==> config.mk <==
export PLATFORM = sky130hd
export DESIGN_NAME = pump_level_controller_top
export DESIGN_NICKNAME = d
export VERILOG_FILES = /design/src/rtl/plc_pkg.sv /design/src/rtl/plc_cfg_regs.sv /design/src/rtl/plc_ctrl_core.sv /design/src/rtl/pump_level_controller_top.sv
export SDC_FILE = /design/constraint.sdc
export NUM_CORES = 1
export LEC_CHECK = 0
export BUFFER_PORTS_ARGS = -buffer_cell sky130_fd_sc_hd__buf_2
export CAP_MARGIN = 10
export CORE_ASPECT_RATIO = 1.25
export CORE_MARGIN = 8
export CORE_UTILIZATION = 45
export DETAILED_ROUTE_END_ITERATION = 8
export GPL_ROUTABILITY_DRIVEN = 0
export PLACE_DENSITY_LB_ADDON = 0.05
export SYNTH_ARGS = -nofsm -noshare
export SYNTH_HDL_FRONTEND = slang
export SYNTH_HIERARCHICAL = 1
export SYNTH_SLANG_ARGS = --single-unit
==> constraint.sdc <==
create_clock -name clk -period 22.8 [get_ports clk]
set_clock_uncertainty 0.15 [all_clocks]
set_input_delay 1.14 -clock clk [delete_from_list [all_inputs] [get_ports clk]]
set_output_delay 1.14 -clock clk [all_outputs]
set_load 0.005 [all_outputs]
==> src/rtl/plc_pkg.sv <==
// Package for the pump level controller: payload structs, register
// indexes, output codes and the display rounding function.
// No dependencies.
package plc_pkg;

  localparam int VOL_W     = 13;
  localparam int ELAPSED_W = 16;
  localparam int CFG_IDX_W = 4;
  localparam int CFG_DAT_W = 20;
  localparam int MS_W      = 20;

  localparam logic [CFG_IDX_W-1:0] CFG_LEVEL_SETPOINT  = 4'd0;
  localparam logic [CFG_IDX_W-1:0] CFG_HYSTERESIS_BAND = 4'd1;
  localparam logic [CFG_IDX_W-1:0] CFG_MIN_DWELL_MS    = 4'd2;
  localparam logic [CFG_IDX_W-1:0] CFG_FILL_LIMIT_MS   = 4'd3;

  localparam logic [VOL_W-1:0] SETPOINT_RST = 13'd2600;
  localparam logic [VOL_W-1:0] BAND_RST     = 13'd200;
  localparam logic [MS_W-1:0]  DWELL_RST    = 20'd2000;
  localparam logic [MS_W-1:0]  FILL_RST     = 20'd30000;

  localparam logic [1:0] DRIVE_STOP  = 2'd0;
  localparam logic [1:0] DRIVE_FILL  = 2'd1;
  localparam logic [1:0] DRIVE_DRAIN = 2'd2;

  localparam logic [1:0] CODE_STOPPED  = 2'd0;
  localparam logic [1:0] CODE_FILLING  = 2'd1;
  localparam logic [1:0] CODE_DRAINING = 2'd2;
  localparam logic [1:0] CODE_ALARM    = 2'd3;

  typedef enum logic [3:0] {
    MODE_STOPPED  = 4'b0001,
    MODE_FILLING  = 4'b0010,
    MODE_DRAINING = 4'b0100,
    MODE_ALARM    = 4'b1000
  } mode_t;

  typedef struct packed {
    logic [VOL_W-1:0]     volume_ml;
    logic [ELAPSED_W-1:0] elapsed_ms;
    logic                 reset_request;
  } item_t;

  typedef struct packed {
    logic [1:0]       pump_drive;
    logic [1:0]       pump_mode;
    logic             leak_alarm;
    logic [VOL_W-1:0] display_level_ml;
  } result_t;

  typedef struct packed {
    logic [VOL_W-1:0] level_setpoint;
    logic [VOL_W-1:0] hysteresis_band;
    logic [MS_W-1:0]  min_dwell_ms;
    logic [MS_W-1:0]  fill_limit_ms;
  } cfg_t;

  // floor(vol / 200) * 200, zero below 600; vol/200 = (vol>>3)/25 by reciprocal
  function automatic logic [VOL_W-1:0] display_level(input logic [VOL_W-1:0] vol);
    logic [9:0]  v8;
    logic [20:0] prod;
    logic [5:0]  q;
    logic [13:0] disp;
    v8   = vol[12:3];
    prod = 21'(v8) * 21'd1311;
    q    = prod[20:15];
    disp = 14'(q) * 14'd200;
    if (q < 6'd3) begin
      disp = '0;
    end
    return disp[VOL_W-1:0];
  endfunction

endpackage

==> src/rtl/plc_cfg_regs.sv <==
// Configuration register file of the pump level controller.
// Depends on plc_pkg.
module plc_cfg_regs (
  input  logic                          clk,
  input  logic                          rst,
  input  logic                          cfg_valid,
  output logic                          cfg_ready,
  input  logic [plc_pkg::CFG_IDX_W-1:0] cfg_index,
  input  logic [plc_pkg::CFG_DAT_W-1:0] cfg_data,
  output plc_pkg::cfg_t                 cfg
);

  assign cfg_ready = 1'b1;

  always_ff @(posedge clk) begin
    if (rst) begin
      cfg.level_setpoint  <= plc_pkg::SETPOINT_RST;
      cfg.hysteresis_band <= plc_pkg::BAND_RST;
      cfg.min_dwell_ms    <= plc_pkg::DWELL_RST;
      cfg.fill_limit_ms   <= plc_pkg::FILL_RST;
    end else if (cfg_valid) begin
      // drop writes beyond the register list
      unique case (cfg_index)
        plc_pkg::CFG_LEVEL_SETPOINT:  cfg.level_setpoint  <= cfg_data[plc_pkg::VOL_W-1:0];
        plc_pkg::CFG_HYSTERESIS_BAND: cfg.hysteresis_band <= cfg_data[plc_pkg::VOL_W-1:0];
        plc_pkg::CFG_MIN_DWELL_MS:    cfg.min_dwell_ms    <= cfg_data[plc_pkg::MS_W-1:0];
        plc_pkg::CFG_FILL_LIMIT_MS:   cfg.fill_limit_ms   <= cfg_data[plc_pkg::MS_W-1:0];
        default: ;
      endcase
    end
  end

endmodule

==> src/rtl/plc_ctrl_core.sv <==
// Pump mode state machine with saturating dwell and fill timers, plus
// the result word for the item it processes. Depends on plc_pkg.
module plc_ctrl_core #(
  parameter int TIMER_WIDTH = 20
) (
  input  logic             clk,
  input  logic             rst,
  input  logic             en,
  input  plc_pkg::item_t   item,
  input  plc_pkg::cfg_t    cfg,
  output plc_pkg::result_t result
);

  localparam int CW = (TIMER_WIDTH > plc_pkg::MS_W) ? TIMER_WIDTH : plc_pkg::MS_W;
  localparam logic [TIMER_WIDTH-1:0] TIMER_MAX = {TIMER_WIDTH{1'b1}};

  plc_pkg::mode_t         mode, mode_next, mode_a;
  logic [TIMER_WIDTH-1:0] dwell_timer, dwell_timer_next, dwell_a;
  logic [TIMER_WIDTH-1:0] fill_timer, fill_timer_next, fill_a;
  logic [TIMER_WIDTH:0]   dwell_sum, fill_sum;
  logic                   can_change, fill_over;
  logic signed [14:0]     vol_s, sp_s, band_s;

  always_comb begin
    dwell_sum = {1'b0, dwell_timer} + (TIMER_WIDTH+1)'(item.elapsed_ms);
    fill_sum  = {1'b0, fill_timer} + (TIMER_WIDTH+1)'(item.elapsed_ms);
    dwell_a   = dwell_sum[TIMER_WIDTH] ? TIMER_MAX : dwell_sum[TIMER_WIDTH-1:0];
    fill_a    = fill_sum[TIMER_WIDTH] ? TIMER_MAX : fill_sum[TIMER_WIDTH-1:0];

    mode_a = mode;
    if (item.reset_request && mode == plc_pkg::MODE_ALARM) begin
      mode_a  = plc_pkg::MODE_STOPPED;
      dwell_a = '0;
    end

    can_change = CW'(dwell_a) > CW'(cfg.min_dwell_ms);
    fill_over  = CW'(fill_a) > CW'(cfg.fill_limit_ms);

    vol_s  = signed'(15'(item.volume_ml));
    sp_s   = signed'(15'(cfg.level_setpoint));
    band_s = signed'(15'(cfg.hysteresis_band));

    mode_next        = mode_a;
    dwell_timer_next = dwell_a;
    fill_timer_next  = fill_a;

    unique case (mode_a)
      plc_pkg::MODE_STOPPED: begin
        if (can_change) begin
          if (vol_s < sp_s - band_s) begin
            mode_next        = plc_pkg::MODE_FILLING;
            dwell_timer_next = '0;
            fill_timer_next  = '0;
          end else if (vol_s > sp_s + band_s) begin
            mode_next        = plc_pkg::MODE_DRAINING;
            dwell_timer_next = '0;
          end
        end
      end
      plc_pkg::MODE_FILLING: begin
        // timeout wins over the normal end of filling, dwell not cleared
        if (fill_over) begin
          mode_next = plc_pkg::MODE_ALARM;
        end else if (can_change && vol_s >= sp_s) begin
          mode_next        = plc_pkg::MODE_STOPPED;
          dwell_timer_next = '0;
        end
      end
      plc_pkg::MODE_DRAINING: begin
        if (can_change && vol_s <= sp_s) begin
          mode_next        = plc_pkg::MODE_STOPPED;
          dwell_timer_next = '0;
        end
      end
      plc_pkg::MODE_ALARM: ;
      default: ;
    endcase

    unique case (mode_next)
      plc_pkg::MODE_FILLING: begin
        result.pump_drive = plc_pkg::DRIVE_FILL;
        result.pump_mode  = plc_pkg::CODE_FILLING;
      end
      plc_pkg::MODE_DRAINING: begin
        result.pump_drive = plc_pkg::DRIVE_DRAIN;
        result.pump_mode  = plc_pkg::CODE_DRAINING;
      end
      plc_pkg::MODE_ALARM: begin
        result.pump_drive = plc_pkg::DRIVE_STOP;
        result.pump_mode  = plc_pkg::CODE_ALARM;
      end
      default: begin
        result.pump_drive = plc_pkg::DRIVE_STOP;
        result.pump_mode  = plc_pkg::CODE_STOPPED;
      end
    endcase
    result.leak_alarm       = (mode_next == plc_pkg::MODE_ALARM);
    result.display_level_ml = plc_pkg::display_level(item.volume_ml);
  end

  always_ff @(posedge clk) begin
    if (rst) begin
      mode        <= plc_pkg::MODE_STOPPED;
      dwell_timer <= '0;
      fill_timer  <= '0;
    end else if (en) begin
      mode        <= mode_next;
      dwell_timer <= dwell_timer_next;
      fill_timer  <= fill_timer_next;
    end
  end

  a_hold_idle: assert property (@(posedge clk) disable iff (rst)
    !en |=> $stable(mode) && $stable(dwell_timer) && $stable(fill_timer))
    else $error("controller state moved without an item");

  a_timeout: assert property (@(posedge clk) disable iff (rst)
    en && mode == plc_pkg::MODE_FILLING && fill_over |=> mode == plc_pkg::MODE_ALARM)
    else $error("fill timeout did not latch the alarm");

  a_alarm_latch: assert property (@(posedge clk) disable iff (rst)
    en && mode == plc_pkg::MODE_ALARM && !item.reset_request
    |=> mode == plc_pkg::MODE_ALARM)
    else $error("alarm left without a reset request");

  a_fill_clear: assert property (@(posedge clk) disable iff (rst)
    en && mode == plc_pkg::MODE_STOPPED && mode_next == plc_pkg::MODE_FILLING
    |=> fill_timer == '0 && dwell_timer == '0)
    else $error("timers not cleared on entering fill");

endmodule

==> src/rtl/pump_level_controller_top.sv <==
// Top level of the pump level controller: input register, controller
// core and result register. Depends on plc_pkg, plc_cfg_regs, plc_ctrl_core.
//
// Usage:
//   item channel   (item_valid, item_stall, item): one control period per
//     word, accepted at a clock edge with item_valid high and item_stall low.
//   result channel (result_valid, result_stall, result): one result word per
//     item, taken at an edge with result_valid high and result_stall low.
//   cfg channel    (cfg_valid, cfg_ready, cfg_index, cfg_data): register
//     writes, always ready; indexes beyond the register list are dropped.
//     Write only while no item is in flight.
// An accepted item passes through the input register and the core into the
// result register, which raises result_valid when it loads the result word.
// Throughput is one item per cycle while result_stall is low, as the mode
// and timer registers update once per item. While result_stall is high the
// result holds and one more item is taken into the input register; after
// that item_stall rises. Synchronous reset clears the pipeline, sets stopped
// mode, zeroes both timers and loads the register defaults.
module pump_level_controller_top #(
  parameter int TIMER_WIDTH = 20
) (
  input  logic                          clk,
  input  logic                          rst,
  input  logic                          item_valid,
  output logic                          item_stall,
  input  plc_pkg::item_t                item,
  output logic                          result_valid,
  input  logic                          result_stall,
  output plc_pkg::result_t              result,
  input  logic                          cfg_valid,
  output logic                          cfg_ready,
  input  logic [plc_pkg::CFG_IDX_W-1:0] cfg_index,
  input  logic [plc_pkg::CFG_DAT_W-1:0] cfg_data
);

  plc_pkg::cfg_t    cfg;
  plc_pkg::item_t   item_q;
  plc_pkg::result_t core_result;
  logic             item_q_valid;
  logic             advance;

  assign advance    = item_q_valid && (!result_valid || !result_stall);
  assign item_stall = item_q_valid && !advance;

  plc_cfg_regs u_cfg_regs (
    .clk       (clk),
    .rst       (rst),
    .cfg_valid (cfg_valid),
    .cfg_ready (cfg_ready),
    .cfg_index (cfg_index),
    .cfg_data  (cfg_data),
    .cfg       (cfg)
  );

  plc_ctrl_core #(
    .TIMER_WIDTH (TIMER_WIDTH)
  ) u_ctrl_core (
    .clk    (clk),
    .rst    (rst),
    .en     (advance),
    .item   (item_q),
    .cfg    (cfg),
    .result (core_result)
  );

  always_ff @(posedge clk) begin
    if (rst) begin
      item_q_valid <= 1'b0;
      result_valid <= 1'b0;
    end else begin
      if (!item_stall) begin
        item_q_valid <= item_valid;
      end
      if (advance) begin
        result_valid <= 1'b1;
      end else if (!result_stall) begin
        result_valid <= 1'b0;
      end
    end
  end

  // payload registers: load on acceptance, hold otherwise
  always_ff @(posedge clk) begin
    if (item_valid && !item_stall) begin
      item_q <= item;
    end
    if (advance) begin
      result <= core_result;
    end
  end

endmodule

# Word level (Yosys, flattened, before mapping)
# Index checks and enable logic that the tools add are counted.
# totals
ff_bits,160
input_bits,59
out_inout_bits,21
wordCells,81
# op_classes
add_sub_neg,4
multipliers,2
n_lt_le_gt_ge,7
eq_ne,11
mux,24
n_reduce_logical,16
# ops
operator,count
$mux 20,12
$pmux 20 s3,1
$add 20x16->21,2
$gt 20x20->1,2
$mux 4,7
$pmux 4 s3,2
$mul 10x11->21 const B,1
$eq 4x2->1 const B,4
$gt 14x15->1,1
$lt 14x15->1,1
$add 13x13->14,1
$sub 13x13->14,1
$ge 13x13->1,1
$le 13x13->1,1
$mul 6x5->10 const B,1
$eq 4x1->1 const B,2
$eq 4x3->1 const B,2
$eq 4x4->1 const B,2
$reduce_and 2->1,4
$logic_and 1x1->1,6
$lt 6x2->1 const B,1
$logic_not 1->1,4
$logic_not 4->1,1
$mux 1,2
other kinds (2),2

# Logic depth before layout (Yosys ltp)
# logic_depth
depth_word,10
ltp_mapped,29
ltp_nobuf,29

# Cells and area by module
# The synthesis kept the hierarchy.
# modules_own_cells
mod,instances,cells_per_inst,area_per_inst_um2,seq_area_each_um2
plc_ctrl_core,1,1153,9001.1,880.8
plc_cfg_regs,1,261,2695.1,1321.3
pump_level_controller_top,1,58,1527.7,1481.4

# Worst setup path before layout
# OpenSTA, ideal clock, no wires.
# synth_timing
path_type,register to register
start,register item_q[27] (netlist name)
end,"register result[12] (netlist name), data pin"
setup_ns,0.271
arrival_time_ns,6.726
required_ns,22.379
setup_slack_ns,15.653
stages_incl_launch_ff,27
n_path_buf,0
synth_period_minus_slack_ns,7.147
path_cell_list,edfxtp_1 > fa_1 > inv_1 > fa_1 > fa_1 > fa_1 > inv_1 > fa_1 > ha_1 > a2111oi_0 > nand2_1 > a21oi_1 > nor3_1 > or2_2 > a21oi_1 > xor2_1 > inv_1 > ha_1 > ha_1 > ha_1 > ha_1 > a21o_1 > a21oi_1 > o21bai_1 > a21oi_1 > xnor2_1 > nor2_1
# synth_via
elab_chain_len,2
word_cells_on_any_way,3
cone_classes,mul (2); order compare (1)
# synth_rtl
item,line_no,source
"start, declared",pump_level_controller_top.sv:37,plc_pkg::item_t item_q;
"start signal, assigned",pump_level_controller_top.sv:85,item_q <= item;
$mul 10x11->21 (*),plc_pkg.sv:65,prod = 21'(v8) * 21'd1311;
$mul 6x5->10 / $lt 6x2->1 (equally long branches),"plc_pkg.sv:67, plc_pkg.sv:68",
"end signal, assigned",pump_level_controller_top.sv:88,result <= core_result;
"end, declared",pump_level_controller_top.sv:29,"output plc_pkg::result_t result,"
# Every way passes the cells marked *; elsewhere a longest branch is shown, timed or not.
# A chain may end at the register's enable or synchronous reset.

# Final worst setup path
# Ends and elaborated chain as after synthesis.

==> flow_summary.toml <==
[outcome]
outcome = "complete, no violations"

[route]
wl_per_cell_um = 17.5
detail-route-antenna-nets = 0
firstDrtPassIters = 5
drtIter0Drc = 430
drt-total-wl_um = 33900
drc = 0
num_vias = 10226
via_per_inst = 5.28

[critical_path]
critPathRequiredTime_ns = 22.81
critPathArrivalTime_ns = 7.66
start_kind = "flip-flop"
max_stage_delay_ns = 0.61
cp_num_cells = 26
rr_worst_depth = 26
cp_slowest_cell = "fa_1"
worstSetupEndpointType = "flip-flop"
crit_path_max_fanout = 8
critical_path_class = "flip-flop to flip-flop"
path_buf_inv = 3
crit_family = "adder cells"

[timing]
rsz0062_at_grt = "no"
fin_crit_sh = 0.335
finalSetupViolations = 0
fin_crit_ns = 7.65
holdWs_ns = 0.315
tightest_slew_ns = 1.12
finalHoldViolCount = 0
drv_slew = 0
clock.fmax_ghz = 0.131
maxSlewHeadroom = 0.255
tns_ns = 0

[logic_synthesis]
yosys-top-cells-area = "ha_1, dfxtp_1, edfxtp_1"
yosys_warnings = 6
ys_ff_latch = 160
synth_edf_count = 48
seq_area_frac_synth = 0.279
synthArstFlopShare = 0
syn_inst = 1472
synth_most_common_cell = "ha_1"
syn_area_um2 = 13200
synth.distinct_cells = 86
synth_flop_cell = "dfxtp_1"
yosysTopAreaCell = "ha_1"
netlist_top_cells_count = "ha_1, inv_1, nor2_1, dfxtp_1, a21oi_1"
synth_area_per_cell_um2 = 8.98
synth.top_cell.area_share = 0.217

[clocking]
cts_buffers = 17
clkLatencyLatePin_ns = 0.44
clock_path_buffers = 2
h-tree-depth = 4
cts_tree = "built"
clock-root-buffer = "clkbuf_16"
cts_setup_buffers = 0
ctsResizeCount = 0
path_clk_slew_ns = 0.07
hold_buffers = 0
clock_sinks = 160

[pwr]
switching_share = 0.370
pwr_density_cell_nw_per_um2 = 77.3
p_int_mw = 0.707
clockPowerShare = 0.263
irDropWorstVdd_mv = 0.0534
total_power_mw = 1.12
p_seq_frac = 0.307
leakagePower_nw = 6.85
power.switching_mw = 0.416
p_comb_frac = 0.430

[placed_design]
io_buffers = 78
dp_cells = 1903
dp_hpwl_um = 26900

[cells_and_area]
n_fill_cell = 2837
insertedDiodeCount = 0
areaGrowthSynthToFinish_pct = 9.87
drive_gt1_frac = 0.0923
postLayoutCoreUtil = 0.500
nNetsFinal = 1843
layoutNonFillerInstCount = 1935

[global_route]
antenna_found_initial = 0
grt_start_max_net_pins = 108
grt_usage = 0.197
grt_overflow = 0
grt_pass1_vias = 10451
grt_first_pass_wirelength_um = 54500

[flow_run]
cap_violations = 0

[floorplanning]
design.core.area_um2 = 29100
io_pins = 80
initial_core_util = 0.455
die_w_um = 169
die-area_um2 = 35200
fp-row-count = 70
die_height_um = 208

[min_path]
whs_path_depth = 2
hp-class = "flip-flop to flip-flop"
## power by group through the flow
stage               registers (mW)  clock network (mW)  logic (mW)
global route                 0.348               0.316       0.564
CTS                          0.346               0.304       0.490
finish                       0.345               0.295       0.482
global placement             0.352                   0       0.472
floorplan                    0.347                   0       0.358
detailed placement           0.352                   0       0.483
## area by class of cell
cell class | count | area (µm²) | area share
multi-input cells | 1107 | 8730 | 0.601
flip-flops and latches | 160 | 3680 | 0.254
inverters | 156 | 586 | 0.0403
well taps | 396 | 495 | 0.0341
clock buffers | 20 | 479 | 0.0330
repair buffers | 84 | 438 | 0.0301
clock inverters | 12 | 116 | 0.00801
## through the flow
stage,area (µm²),worst slack [ns]
3_5_place_dp,13900,15.12
5_1_grt,14500,14.60
3_3_place_gp,13900,15.25
2_1_floorplan,13200,15.65
4_1_cts,14500,15.09
6_report,14500,15.15
## worst reg2reg max path: stages, from the launching register on
cell and delay, ns:
edfxtp_1 0.55, fa_1 0.62, inv_1 0.08, fa_1 0.46, fa_1 0.51, fa_1 0.55
inv_1 0.05, fa_1 0.38, ha_1 0.18, a2111oi_0 0.55, nand2_1 0.09, a21oi_1 0.21
nor3_1 0.11, or2_2 0.30, a21oi_1 0.17, xor2_1 0.25, inv_1 0.10, ha_1 0.31
ha_1 0.30, ha_1 0.29, ha_1 0.29, a21o_1 0.17, a21oi_1 0.20, o21bai_1 0.08
a21oi_1 0.19, xnor2_1 0.15, nor2_1 0.06
## state kept, by name (all words and copies together), names as in the netlist
signal	flops
item_q_valid	1
u_ctrl_core/dwell_timer	20
result	18
u_ctrl_core/mode	4
u_ctrl_core/fill_timer	20
item_q	30
result_valid	1
u_cfg_regs/cfg	66
## logic make-up (layout without fill, tap and decap cells)
logic type                 count (synthesis)  after routing  share of synthesized area
muxes                                     68             68                     0.0516
and+or+nand+nor                          422            422                      0.159
AOI/OAI and AO/OA                        300            300                      0.149
xor gates and xnor gates                  55             55                     0.0364
adders and majority gates                258            258                      0.261
other                                      2              4                   0.000568
buffers and inverters                    207            272                     0.0638
DFF                                      160            160                      0.279
## path summary, 6_finish.rpt
| path | to | slack (ns) | from |
|---|---|---|---|
| setup / recovery | result[12] | 15.15 | item_q[27] |
| hold / removal | u_ctrl_core/dwell_timer[11] | 0.31 | u_ctrl_core/dwell_timer[11] |
| setup reg to reg | result[12] | 15.15 | item_q[27] |
| hold reg to reg | u_ctrl_core/dwell_timer[11] | 0.31 | u_ctrl_core/dwell_timer[11] |
## metal layers
layer,global-route usage,up-vias,share of wire
met5,0,-,0
met4,0.0657,0,0.024
met3,0.0244,45,0.024
met2,0.370,161,0.53
met1,0.223,4777,0.42
li1,-,5243,-
## cell usage in the layout, fill, tap and decap left out, types with 19 or more instances in the layout
| cell type | count |
|---|---|
| ha_1 | 229 |
| inv_1 | 156 |
| nor2_1 | 140 |
| dfxtp_1 | 112 |
| a21oi_1 | 89 |
| nand2_1 | 81 |
| buf_2 | 77 |
| nand2b_1 | 77 |
| mux2i_1 | 67 |
| o21ai_0 | 62 |
| edfxtp_1 | 48 |
| xnor2_1 | 33 |
| a21o_1 | 29 |
| fa_1 | 29 |
| nand3_1 | 23 |
| xor2_1 | 22 |
| o21a_1 | 20 |
| clkbuf_16 | 19 |
| nor2b_1 | 19 |
Power figures use the tool's default switching activity.
